## config.mk

```make
export PLATFORM = sky130hd
export DESIGN_NAME = bankers_safety_and_request
export DESIGN_NICKNAME = d
export VERILOG_FILES = /design/src/rtl/bk_pkg.sv /design/src/rtl/bk_lane.sv /design/src/rtl/bk_merge.sv /design/src/rtl/bankers_safety_and_request.sv
export SDC_FILE = /design/constraint.sdc
export NUM_CORES = 2
export LEC_CHECK = 0
export BUFFER_PORTS_ARGS = -buffer_cell sky130_fd_sc_hd__buf_2
export CORE_UTILIZATION = 30
export DETAILED_ROUTE_END_ITERATION = 16
export HOLD_SLACK_MARGIN = 0.15
export PLACE_DENSITY = 0.54
export SYNTH_ARGS = -nofsm -noshare
export SYNTH_HDL_FRONTEND = slang
export SYNTH_SLANG_ARGS = --single-unit
```

## constraint.sdc

```tcl
create_clock -name clk -period 5 [get_ports clk]
set_input_delay 1.25 -clock clk [delete_from_list [all_inputs] [get_ports clk]]
set_output_delay 1.25 -clock clk [all_outputs]
set_load 0.005 [all_outputs]
```

## src/rtl/bk_pkg.sv

```systemverilog
`timescale 1ns / 1ps
// ----------------------------------------------------------------------------
// bk_pkg
// Shared constants, codes and types of the deadlock-avoidance block.
// ----------------------------------------------------------------------------
package bk_pkg;

	localparam int DEF_NUM_PROCS = 5;
	localparam int DEF_NUM_RES   = 3;
	localparam int DEF_UNIT_BITS = 8;

	localparam int MAX_RES  = 3;
	localparam int AMT_W    = 8;
	localparam int PROC_W   = 4;
	localparam int STATUS_W = 3;

	typedef enum logic [1:0] {
		OP_FREE    = 2'd0,
		OP_LOAD    = 2'd1,
		OP_REQUEST = 2'd2,
		OP_CHECK   = 2'd3
	} op_t;

	typedef enum logic [STATUS_W-1:0] {
		ST_OK        = 3'd0,
		ST_CLAIM     = 3'd1,
		ST_WAIT      = 3'd2,
		ST_UNSAFE    = 3'd3,
		ST_BAD_LOAD  = 3'd4,
		ST_BAD_INDEX = 3'd5
	} status_t;

	typedef enum logic [2:0] {
		S_IDLE,
		S_EXEC,
		S_INIT,
		S_SCAN,
		S_RESP,
		S_EMIT
	} state_t;

	typedef struct packed {
		logic fits;
		logic over_claim;
		logic over_free;
		logic bad_load;
	} lane_flag_t;

	typedef struct packed {
		logic    all_fit;
		logic    load_bad;
		logic    req_fail;
		status_t req_code;
	} merge_t;

endpackage

```

## src/rtl/bk_lane.sv

```systemverilog
`timescale 1ns / 1ps
// ----------------------------------------------------------------------------
// bk_lane
// One resource lane: claim and availability compares, working-vector sum
// and the remaining claim of a row load.
// ----------------------------------------------------------------------------
module bk_lane import bk_pkg::*; #(
	parameter int UNIT_BITS = DEF_UNIT_BITS,
	parameter int WORK_BITS = DEF_UNIT_BITS + 3
) (
	input  logic [UNIT_BITS-1:0] claim,
	input  logic [UNIT_BITS-1:0] held,
	input  logic [WORK_BITS-1:0] work,
	input  logic [UNIT_BITS-1:0] amount,
	input  logic [UNIT_BITS-1:0] load_held,
	input  logic [UNIT_BITS-1:0] free,
	output lane_flag_t           flags,
	output logic [WORK_BITS-1:0] work_sum,
	output logic [UNIT_BITS-1:0] load_claim
);

	always_comb begin
		flags.fits       = WORK_BITS'(claim) <= work;
		flags.over_claim = amount > claim;
		flags.over_free  = amount > free;
		flags.bad_load   = amount < load_held;
	end

	assign work_sum   = work + WORK_BITS'(held);
	assign load_claim = amount - load_held;

endmodule

```

## src/rtl/bk_merge.sv

```systemverilog
`timescale 1ns / 1ps
// ----------------------------------------------------------------------------
// bk_merge
// Combines the lane flags: whole-row fit, bad load, and the first failing
// request check in resource order, claim before availability.
// ----------------------------------------------------------------------------
module bk_merge import bk_pkg::*; #(
	parameter int NUM_RES = DEF_NUM_RES
) (
	input  lane_flag_t [NUM_RES-1:0] flags,
	output merge_t                   merged
);

	always_comb begin
		merged.all_fit  = 1'b1;
		merged.load_bad = 1'b0;
		merged.req_fail = 1'b0;
		merged.req_code = ST_OK;
		for (int j = NUM_RES - 1; j >= 0; j--) begin
			merged.all_fit  = merged.all_fit & flags[j].fits;
			merged.load_bad = merged.load_bad | flags[j].bad_load;
			if (flags[j].over_free) begin
				merged.req_fail = 1'b1;
				merged.req_code = ST_WAIT;
			end
			if (flags[j].over_claim) begin
				merged.req_fail = 1'b1;
				merged.req_code = ST_CLAIM;
			end
		end
	end

endmodule

```

## src/rtl/bankers_safety_and_request.sv

```systemverilog
`timescale 1ns / 1ps
// ----------------------------------------------------------------------------
// bankers_safety_and_request
// Resource bookkeeping with request checks and a row-serial safety check
// whose resource compares run in parallel lanes.
//
//   Channel  Direction  Handshake            Word
//   in       input      in_valid / in_stall  op, process, amount_0..2, held_0..2
//   out      output     out_valid/out_stall  status, seq_process, seq_position, last
//
// Set free units and row loads pass through the execute and response states
// before the result word is registered. A safety check scans one process row
// per cycle; a safe check then emits one word per cycle unless the output
// stalls. A new word is accepted only once the previous one is finished.
// Reset clears all units, claims and the control state.
// A stalled output holds the finished word while the next word is accepted.
// ----------------------------------------------------------------------------
module bankers_safety_and_request import bk_pkg::*; #(
	parameter int NUM_PROCS = DEF_NUM_PROCS,
	parameter int NUM_RES   = DEF_NUM_RES,
	parameter int UNIT_BITS = DEF_UNIT_BITS
) (
	input  logic                clk,
	input  logic                arst_n,
	input  logic                in_valid,
	output logic                in_stall,
	input  logic [1:0]          op,
	input  logic [PROC_W-1:0]   process,
	input  logic [AMT_W-1:0]    amount_0,
	input  logic [AMT_W-1:0]    amount_1,
	input  logic [AMT_W-1:0]    amount_2,
	input  logic [AMT_W-1:0]    held_0,
	input  logic [AMT_W-1:0]    held_1,
	input  logic [AMT_W-1:0]    held_2,
	output logic                out_valid,
	input  logic                out_stall,
	output logic [STATUS_W-1:0] status,
	output logic [PROC_W-1:0]   seq_process,
	output logic [PROC_W-1:0]   seq_position,
	output logic                last
);

	localparam int PIDX_W    = $clog2(NUM_PROCS);
	localparam int CNT_W     = $clog2(NUM_PROCS + 1);
	localparam int WORK_BITS = UNIT_BITS + CNT_W;
	localparam logic [PIDX_W-1:0] LAST_IDX = PIDX_W'(NUM_PROCS - 1);

	state_t state_q, state_n;

	logic [AMT_W-1:0]     amt_raw [MAX_RES];
	logic [AMT_W-1:0]     hld_raw [MAX_RES];

	op_t                  op_q;
	logic [PROC_W-1:0]    proc_q;
	logic [UNIT_BITS-1:0] amt_q [NUM_RES];
	logic [UNIT_BITS-1:0] hld_q [NUM_RES];

	logic [UNIT_BITS-1:0] free_q  [NUM_RES];
	logic [UNIT_BITS-1:0] held_q  [NUM_PROCS][NUM_RES];
	logic [UNIT_BITS-1:0] claim_q [NUM_PROCS][NUM_RES];
	logic [WORK_BITS-1:0] work_q  [NUM_RES];
	logic [NUM_PROCS-1:0] fin_q;
	logic [PIDX_W-1:0]    order_q [NUM_PROCS];
	logic [CNT_W-1:0]     count_q;
	logic [PIDX_W-1:0]    idx_q;
	logic [PIDX_W-1:0]    pos_q;
	logic                 progress_q;

	logic [STATUS_W-1:0]  res_q, res_n;

	logic                 out_valid_q;
	logic [STATUS_W-1:0]  status_q;
	logic [PROC_W-1:0]    seq_proc_q;
	logic [PROC_W-1:0]    seq_pos_q;
	logic                 last_q;

	logic [PIDX_W-1:0]    row;
	logic [PIDX_W-1:0]    prow;
	lane_flag_t [NUM_RES-1:0] flags;
	logic [WORK_BITS-1:0] work_sum   [NUM_RES];
	logic [UNIT_BITS-1:0] load_claim [NUM_RES];
	merge_t               merged;

	logic accept, out_free, bad_idx, take;
	logic free_wr, load_wr, alloc, rollback, scan_init, scan_step, push, emit;

	assign amt_raw[0] = amount_0;
	assign amt_raw[1] = amount_1;
	assign amt_raw[2] = amount_2;
	assign hld_raw[0] = held_0;
	assign hld_raw[1] = held_1;
	assign hld_raw[2] = held_2;

	assign in_stall = (state_q != S_IDLE);
	assign accept   = in_valid & ~in_stall;
	assign out_free = ~out_valid_q | ~out_stall;
	assign bad_idx  = {1'b0, proc_q} >= (PROC_W + 1)'(NUM_PROCS);
	assign prow     = proc_q[PIDX_W-1:0];
	assign row      = (state_q == S_SCAN) ? idx_q : prow;
	assign take     = ~fin_q[idx_q] & merged.all_fit;

	for (genvar j = 0; j < NUM_RES; j++) begin : g_lane
		bk_lane #(
			.UNIT_BITS (UNIT_BITS),
			.WORK_BITS (WORK_BITS)
		) u_lane (
			.claim      (claim_q[row][j]),
			.held       (held_q[row][j]),
			.work       (work_q[j]),
			.amount     (amt_q[j]),
			.load_held  (hld_q[j]),
			.free       (free_q[j]),
			.flags      (flags[j]),
			.work_sum   (work_sum[j]),
			.load_claim (load_claim[j])
		);
	end

	bk_merge #(
		.NUM_RES (NUM_RES)
	) u_merge (
		.flags  (flags),
		.merged (merged)
	);

	always_ff @(posedge clk or negedge arst_n) begin
		if (!arst_n) begin
			state_q <= S_IDLE;
		end else begin
			state_q <= state_n;
		end
	end

	always_comb begin
		state_n   = state_q;
		res_n     = res_q;
		free_wr   = 1'b0;
		load_wr   = 1'b0;
		alloc     = 1'b0;
		rollback  = 1'b0;
		scan_init = 1'b0;
		scan_step = 1'b0;
		push      = 1'b0;
		emit      = 1'b0;
		case (state_q)
			S_IDLE: begin
				if (in_valid) begin
					state_n = S_EXEC;
				end
			end
			S_EXEC: begin
				case (op_q)
					OP_FREE: begin
						free_wr = 1'b1;
						res_n   = ST_OK;
						state_n = S_RESP;
					end
					OP_CHECK: begin
						state_n = S_INIT;
					end
					default: begin
						if (bad_idx) begin
							res_n   = ST_BAD_INDEX;
							state_n = S_RESP;
						end else if (op_q == OP_LOAD) begin
							load_wr = 1'b1;
							res_n   = merged.load_bad ? ST_BAD_LOAD : ST_OK;
							state_n = S_RESP;
						end else if (merged.req_fail) begin
							res_n   = merged.req_code;
							state_n = S_RESP;
						end else begin
							alloc   = 1'b1;
							state_n = S_INIT;
						end
					end
				endcase
			end
			S_INIT: begin
				scan_init = 1'b1;
				state_n   = S_SCAN;
			end
			S_SCAN: begin
				scan_step = 1'b1;
				if (take && count_q == CNT_W'(NUM_PROCS - 1)) begin
					if (op_q == OP_CHECK) begin
						state_n = S_EMIT;
					end else begin
						res_n   = ST_OK;
						state_n = S_RESP;
					end
				end else if (idx_q == LAST_IDX && !progress_q && !take) begin
					res_n    = ST_UNSAFE;
					rollback = (op_q == OP_REQUEST);
					state_n  = S_RESP;
				end
			end
			S_RESP: begin
				if (out_free) begin
					push    = 1'b1;
					state_n = S_IDLE;
				end
			end
			S_EMIT: begin
				if (out_free) begin
					push = 1'b1;
					emit = 1'b1;
					if (pos_q == LAST_IDX) begin
						state_n = S_IDLE;
					end
				end
			end
			default: begin
				state_n = S_IDLE;
			end
		endcase
	end

	always_ff @(posedge clk) begin
		if (accept) begin
			op_q   <= op_t'(op);
			proc_q <= process;
			for (int j = 0; j < NUM_RES; j++) begin
				amt_q[j] <= UNIT_BITS'(amt_raw[j]);
				hld_q[j] <= UNIT_BITS'(hld_raw[j]);
			end
		end
		if (scan_step && take) begin
			order_q[count_q[PIDX_W-1:0]] <= idx_q;
		end
	end

	always_ff @(posedge clk or negedge arst_n) begin
		if (!arst_n) begin
			for (int j = 0; j < NUM_RES; j++) begin
				free_q[j] <= '0;
				work_q[j] <= '0;
			end
			for (int i = 0; i < NUM_PROCS; i++) begin
				for (int j = 0; j < NUM_RES; j++) begin
					held_q[i][j]  <= '0;
					claim_q[i][j] <= '0;
				end
			end
			fin_q      <= '0;
			count_q    <= '0;
			idx_q      <= '0;
			pos_q      <= '0;
			progress_q <= 1'b0;
			res_q      <= ST_OK;
		end else begin
			res_q <= res_n;
			for (int j = 0; j < NUM_RES; j++) begin
				if (free_wr) begin
					free_q[j] <= amt_q[j];
				end
				if (load_wr) begin
					held_q[prow][j]  <= hld_q[j];
					claim_q[prow][j] <= merged.load_bad ? '0 : load_claim[j];
				end
				if (alloc) begin
					free_q[j]        <= free_q[j] - amt_q[j];
					held_q[prow][j]  <= held_q[prow][j] + amt_q[j];
					claim_q[prow][j] <= claim_q[prow][j] - amt_q[j];
				end
				if (rollback) begin
					free_q[j]        <= free_q[j] + amt_q[j];
					held_q[prow][j]  <= held_q[prow][j] - amt_q[j];
					claim_q[prow][j] <= claim_q[prow][j] + amt_q[j];
				end
			end
			if (scan_init) begin
				for (int j = 0; j < NUM_RES; j++) begin
					work_q[j] <= WORK_BITS'(free_q[j]);
				end
				fin_q      <= '0;
				count_q    <= '0;
				idx_q      <= '0;
				pos_q      <= '0;
				progress_q <= 1'b0;
			end
			if (scan_step) begin
				if (take) begin
					for (int j = 0; j < NUM_RES; j++) begin
						work_q[j] <= work_sum[j];
					end
					fin_q[idx_q] <= 1'b1;
					count_q      <= count_q + 1'b1;
					progress_q   <= 1'b1;
				end
				if (idx_q == LAST_IDX) begin
					idx_q      <= '0;
					progress_q <= 1'b0;
				end else begin
					idx_q <= idx_q + 1'b1;
				end
			end
			if (emit) begin
				pos_q <= pos_q + 1'b1;
			end
		end
	end

	always_ff @(posedge clk or negedge arst_n) begin
		if (!arst_n) begin
			out_valid_q <= 1'b0;
		end else if (push) begin
			out_valid_q <= 1'b1;
		end else if (!out_stall) begin
			out_valid_q <= 1'b0;
		end
	end

	always_ff @(posedge clk) begin
		if (push) begin
			if (emit) begin
				status_q   <= ST_OK;
				seq_proc_q <= PROC_W'(order_q[pos_q]);
				seq_pos_q  <= PROC_W'(pos_q);
				last_q     <= (pos_q == LAST_IDX);
			end else begin
				status_q   <= res_q;
				seq_proc_q <= '0;
				seq_pos_q  <= '0;
				last_q     <= 1'b1;
			end
		end
	end

	assign out_valid    = out_valid_q;
	assign status       = status_q;
	assign seq_process  = seq_proc_q;
	assign seq_position = seq_pos_q;
	assign last         = last_q;

	a_accept_exec: assert property (@(posedge clk) disable iff (!arst_n)
		accept |=> state_q == S_EXEC)
		else $error("Accepted word did not start execution.");

	a_count_range: assert property (@(posedge clk) disable iff (!arst_n)
		count_q <= CNT_W'(NUM_PROCS))
		else $error("Finish count exceeds the process count.");

	a_fin_count: assert property (@(posedge clk) disable iff (!arst_n)
		state_q == S_SCAN |-> $countones(fin_q) == int'(count_q))
		else $error("Finished flags disagree with the finish count.");

	a_single_word: assert property (@(posedge clk) disable iff (!arst_n)
		out_valid_q && status_q != ST_OK |-> last_q && seq_pos_q == '0)
		else $error("Failure word is not a single last word.");

endmodule
```

[Yosys cells after proc, flatten, opt, wreduce, memory -nomap -nowiden]
Memories as Yosys holds them, arrays and structs flattened. A register that Yosys moved wholly into a read port is not among the register bits.
Index checks and enable logic that the tools add are counted.
Word-level totals
  flip-flop bits (word level): 334
  bits in writable memories: 63
  output and inout bits: 14
  word-level logic and storage cells: 293
  memories kept: 3
Cells by class
  add/sub/neg operators: 27
  order comparisons: 18
  eq/ne operators: 20
  multiplexer cells: 140
  bitwise logic cells: 14
  reduce and logical (&&, ||, !) cells: 20
Memories
  amt_q: depth 3, width 8, rd ports 3, clocked after memory_dff 0, write ports 3, RTL line bankers_safety_and_request.sv:55  | logic [UNIT_BITS-1:0] amt_q [NUM_RES];
  hld_q: depth 3, width 8, rd ports 3, clocked after memory_dff 0, write ports 3, RTL line bankers_safety_and_request.sv:56  | logic [UNIT_BITS-1:0] hld_q [NUM_RES];
  order_q: depth 5, width 3, rd ports 1, clocked after memory_dff 1, write ports 1, RTL line bankers_safety_and_request.sv:63  | logic [PIDX_W-1:0] order_q [NUM_PROCS];
Operators by type and width (number)
  bitwise mux 120 bit: 18
  two-way mux 120 bit: 18
  binary-select mux 24 bit (select 3 bit): 4
  demux 24 bit (select 3 bit): 3
  two-way mux 24 bit: 9
  two-way mux 8 bit: 13
  two-way mux 33 bit: 3
  subtractor 8 bit: 12
  adder 8 bit: 9
  two-way mux 3 bit: 24
  > comparator 8 bit: 6
  adder 11 x 8 -> 11 bit: 3
  less-or-equal comparator 8 x 11 -> 1 bit: 3
  two-way mux 1 bit: 32
  < comparator 8 bit: 3
  two-way mux 4 bit: 6
  one-hot mux 3 bit (2 select lines): 3
  one-hot mux 3 bit (6 select lines): 1
  two-way mux 16 bit: 1
  equality test 3 bit, second input constant: 5
  two-way mux 5 bit: 3
  != test 2 bit, second input constant: 5
  AND reduction 5 bit: 2
  adder 3 x 1 -> 3 bit, second input constant: 3
  27 further kinds: 50

[Depth between registers and ports, before layout]
  word-level depth: 32
  gate-level depth with buffers: 22
  gate-level depth less buffers: 17

[Cells and area by module]
A second synthesis with hierarchy kept.
Second synthesis, totals
  cells, all modules: 3789
  area total of the unflattened synthesis: 32276.0 µm²
Modules (own cells, without submodules)
  bankers_safety_and_request: instances 1, cells an instance 3223, area an instance 28155.8 µm², seq. area each 10354.9 µm²
  bk_lane (g_lane[0].u_lane ...): instances 2, cells an instance 187, area an instance 1366.3 µm², seq. area each 0.0 µm²
  bk_lane (g_lane[2].u_lane): instances 1, cells an instance 179, area an instance 1312.5 µm², seq. area each 0.0 µm²
  bk_merge: instances 1, cells an instance 13, area an instance 75.1 µm², seq. area each 0.0 µm²

[Worst setup path after synthesis]
No wires, ideal clock.
  kind: reg-to-reg
  start: register state_q[2]
  end: memory order_q[0][0] (netlist bit), enable pin
  setup time: 0.371 ns
  data arrival time: 3.993 ns
  required time: 4.629 ns
  path slack: 0.635 ns
  stages on the path, launching flop included: 18
  path buffers: 3
  clock period less this slack: 4.365 ns
  cells stage by stage: dfrtp_1 -> nor2b_1 -> nand2_2 -> a21oi_1 -> buf_2 -> mux4_2 -> a22oi_1 -> inv_1 -> ha_1 -> and3_1 -> a211oi_1 -> a31oi_1 -> and3_1 -> clkbuf_1 -> nor2_1 -> nand2_1 -> clkbuf_1 -> nor4_1
Between the ends
  word-level cells in the longest chain between the ends: 13
  elaborated cells between the ends (all ways): 16
Ends and longest elaborated chain
  start: declaration: RTL line bankers_safety_and_request.sv:48  | state_t state_q, state_n;
  start signal: assignment: RTL line bankers_safety_and_request.sv:130  | state_q <= state_n;
  equality test 3 x 2 -> 1 bit *: RTL line bankers_safety_and_request.sv:99, bankers_safety_and_request.sv:145
  two-way mux 3 bit: RTL line bankers_safety_and_request.sv:99  | assign row = (state_q == S_SCAN) ? idx_q : prow;
  inverter 3 -> 4 bit (implied by the code): RTL line bankers_safety_and_request.sv:107  | .claim (claim_q[row][j]),
  binary-select mux 24 bit (select 3 bit): RTL line bankers_safety_and_request.sv:107
  two-way mux 24 bit (implied by the code) (2 in a row): RTL line bankers_safety_and_request.sv:107
  less-or-equal comparator 8 x 11 -> 1 bit: RTL line bk_lane.sv:23  | flags.fits = WORK_BITS'(claim) <= work;
  AND 1 bit (2 in a row): RTL line bk_merge.sv:20  | merged.all_fit = merged.all_fit & flags[j].fits;
  AND 1 bit: RTL line bankers_safety_and_request.sv:100  | assign take = ~fin_q[idx_q] & merged.all_fit;
  logical AND 1 bit *: RTL line bankers_safety_and_request.sv:228  | if (scan_step && take) begin
  two-way mux 1 bit *: RTL line bankers_safety_and_request.sv:228
  two-way mux 1 bit (implied by the code) *: RTL line bankers_safety_and_request.sv:229  | order_q[count_q[PIDX_W-1:0]] <= idx_q;
  end: declaration: RTL line bankers_safety_and_request.sv:63
Every way passes the cells marked *; elsewhere a longest branch is shown, timed or not. The select of a mux whose other input is x is not followed.

[Worst setup path in the final report]
  start: register state_q[0]
  end: register held_q[3] (netlist bit)
Between the ends
  word-level cells in the longest chain between the ends: 32
  elaborated cells between the ends (all ways): 50
Ends and longest elaborated chain
  equality test 3 x 2 -> 1 bit: RTL line bankers_safety_and_request.sv:99, bankers_safety_and_request.sv:145
  two-way mux 3 bit: RTL line bankers_safety_and_request.sv:99
  inverter 3 -> 4 bit (implied by the code): RTL line bankers_safety_and_request.sv:107
  binary-select mux 24 bit (select 3 bit): RTL line bankers_safety_and_request.sv:107
  two-way mux 24 bit (implied by the code) (2 in a row): RTL line bankers_safety_and_request.sv:107
  > comparator 8 bit: RTL line bk_lane.sv:24  | flags.over_claim = amount > claim;
  two-way mux 4 bit: RTL line bk_merge.sv:26  | if (flags[j].over_claim) begin
  two-way mux 4 bit: RTL line bk_merge.sv:22  | if (flags[j].over_free) begin
  (+15 left out)
  bitwise mux 120 bit: RTL line bankers_safety_and_request.sv:268  | held_q[prow][j] <= held_q[prow][j] - amt_q[j];
  two-way mux 120 bit: RTL line bankers_safety_and_request.sv:266  | if (rollback) begin
  bitwise mux 120 bit: RTL line bankers_safety_and_request.sv:258  | held_q[prow][j] <= hld_q[j];
  two-way mux 120 bit: RTL line bankers_safety_and_request.sv:257  | if (load_wr) begin
  bitwise mux 120 bit: RTL line bankers_safety_and_request.sv:263  | held_q[prow][j] <= held_q[prow][j] + amt_q[j];
  two-way mux 120 bit: RTL line bankers_safety_and_request.sv:261  | if (alloc) begin
  bitwise mux 120 bit: RTL line bankers_safety_and_request.sv:268
  two-way mux 120 bit *: RTL line bankers_safety_and_request.sv:266
  end signal: indexed assignment: RTL line bankers_safety_and_request.sv:258
  end signal: indexed assignment: RTL line bankers_safety_and_request.sv:263
  end signal: indexed assignment: RTL line bankers_safety_and_request.sv:268
  end: declaration: RTL line bankers_safety_and_request.sv:59  | logic [UNIT_BITS-1:0] held_q [NUM_PROCS][NUM_RES];
Marks and branches as above.
A chain may end at the register's enable or synchronous reset.

==> qor.yml <==
diodes: 0
fmax_mhz: 208.3
num_vias: 27070
dp_hpwl_um: 88510
fp-row-count: 115
synth_top_area_frac: 0.2672
cp_max_fo: 18
clk_latency_ns: 0.65
crit_arrival_ns: 5.31
antenna_left: 0
register_area_sq_um: 10350
drt_iter0_drc: 2970
grt_pass1_vias: 25980
slew_headroom: 0.2970
multi_input_area_sq_um: 18060
total_power_w: 0.01658
syn_area_per_cell_sq_um: 9.728
syn2layout_area_growth_pct: 15.45
grt_max_degree: 100
place_ws_ns: -0.0009543
irDropWorstVdd_mv: 0.2807
gr-usage-all-layers: 0.2419
endpoint_kind: "register"
finalSetupViolCount: 0
skew_ns: 0.03868
cts_buffer_depth: 3
hp-class: "reg2reg"
synth_largest_area_cell: "dfrtp_1"
die_area_sq_um: 100900
ys_ff_latch: 398
gr-total-overflow: 0
cts-root-buf: "clkbuf_16"
htreeDepth: 2
synth_ff_type: "dfrtp_1"
post-route-period-util: 0.9600
worstSetupStartpointType: "register"
ios: 72
fillers: 9896
syn_area_sq_um: 29880
p_per_area_nw_per_um2: 480.5
hold_buffers: 0
finalHoldViolCount: 0
fp.coreArea_sq_um: 98560
p_leak_nw: 14.69
clkTransAtPathRegs_ns: 0.06
syn_inst: 3071
final_nets: 3505
die_w_um: 317.6
setup_slack_ns: 0.2000
worst_slew_pin_slew_ns: 1.052
place.gp.congestion: 0.9510
critPathKind: "reg2reg"
synth_common_cells: "dfrtp_1 (319), ha_1 (238), nor2_1 (231), a21oi_1 (230), inv_1 (211)"
remaining_drc_errors: 0
timing.critical_path.required_ns: 5.51
yosysSeqAreaShare: 0.3466
cts_tree: "built"
async_flop_share: 0.8015
yosysMostFrequentCell: "dfrtp_1"
drive_above_1_share: 0.1629
synth_edf_count: 79
grt_pass1_wl_um: 181900
synth-warning-count: 0
ys_types: 93
maxCapViolCount: 0
totalWireLength_um: 124600
cts_sinks: 398
cts_buffers: 50
wire_per_inst_um: 27.64
synthTopCellsByArea: "dfrtp_1 (27%), ha_1 (10%), edfxtp_1 (7.9%)"
initial_core_util: 0.3031
vias_per_cell: 6.002
antenna_found_initial: 5
period_needed_ns: 4.800
dr.pass1.iters: 6
io_buffers: 69
status: "finished clean"
die_h_um: 317.6
maxSlewViolCount: 0
## through the flow
step | instances | cell area, sq um | hold slack (ns) | util | TNS (ns)
finish | 4510 | 34490 | 0.4948 | 0.3500 | 0
floorplan | 3072 | 29880 | 0.4605 | - | 0
CTS | 4502 | 34380 | 0.5004 | 0.3488 | 0
global route | 4510 | 34490 | 0.5244 | 0.3500 | -0.004414
detailed placement | 4412 | 32730 | 0.4868 | 0.3321 | -0.0009543
global placement | 4412 | 32730 | 0.4800 | 0.3321 | 0
## area by class of cell
| cell class | instances | area share |
|---|---|---|
| clock buffers | 75 | 0.04251 |
| clock inverters | 15 | 0.005006 |
| inverters | 211 | 0.02296 |
| multi-input cells | 2272 | 0.5235 |
| flip-flops and latches | 398 | 0.3002 |
| well taps | 1287 | 0.04668 |
| repair buffers | 252 | 0.05909 |
## worst max-delay path, stage by stage (launching register included)
cell and delay, ns:
dfrtp_1 0.37, nor2b_1 0.15, nand2_2 0.20, nor2_1 0.11
a21oi_4 0.20, buf_12 0.22, mux4_2 0.56, a22o_1 0.26
ha_1 0.29, nand3_1 0.12, or3_1 0.39, o211ai_1 0.10
buf_4 0.16, and3_1 0.22, a21oi_4 0.13, a211oi_4 0.58
nor2_2 0.07, buf_4 0.28, o22a_1 0.24
## sequential cells by signal (all words and copies together), names as in the netlist, 4 cells and up
register	count
amt_q	24
free_q	24
claim_q	120
work_q	33
proc_q	4
order_q	15
fin_q	5
hld_q	24
held_q	120
## layout by cell type, fill, tap and decap left out, drive strengths merged, types with 32 or more instances in the layout
cell,instances
a211oi,69
a21oi,236
a22o,136
buf,251
clkbuf,76
dfrtp,319
edfxtp,79
ha,238
inv,211
mux2i,38
mux4,88
nand2,192
nand2b,32
nand3,51
nor2,236
nor3,53
o211ai,49
o21ai,145
o22a,46
o2bb2ai,44
xnor2,59
## layer usage
metal / global-route usage / share of wire
met1: 0.3457 / 0.44
met2: 0.3549 / 0.42
met3: 0.05031 / 0.10
met4: 0.09407 / 0.040
met5: 0 / 0
## where the power goes
part	total (W)	internal [W]	switching [W]	leakage [nW]
clock	0.00375	0.00217	0.00157	0.795
combinational	0.00803	0.00306	0.00497	8.92
sequential	0.00480	0.00409	0.000707	4.97
total	0.0166	0.00933	0.00725	14.7
## logic make-up (layout without fill, tap and decap cells)
logic type                 count (synthesis)  count (layout)  synth area share
other                                      1               2         0.0001255
muxes                                    153             153           0.08925
DFF                                      398             398            0.3466
xor gates and xnor gates                  84              84           0.02463
and+or+nand+nor                          716             716            0.1135
adders and majority gates                262             262            0.1158
AOI/OAI and AO/OA                       1055            1055            0.2552
buffers and inverters                    402             553           0.05503
## final timing paths
| kind | from | end | slack [ns] | depth (start not counted) |
|---|---|---|---|---|
| max in group asynchronous | arst_n | claim_q[40] | 3.25 | 2 |
| worst min register to register | fin_q[3] | fin_q[3] | 0.49 | 1 |
| min in group asynchronous | arst_n | held_q[29] | 0.58 | 1 |
| worst min-delay path | fin_q[3] | fin_q[3] | 0.49 | 1 |
| worst max register to register | state_q[0] | held_q[3] | 0.20 | 18 |
| worst max-delay path | state_q[0] | held_q[3] | 0.20 | 18 |
## timing repair
item,in CTS,in global routing
gates resized for setup,1,6
buffers inserted,0,7
pin swaps,0,4
gates cloned,0,1
endpoints found under the setup margin,3,221
(Power assumes the default switching activity.)
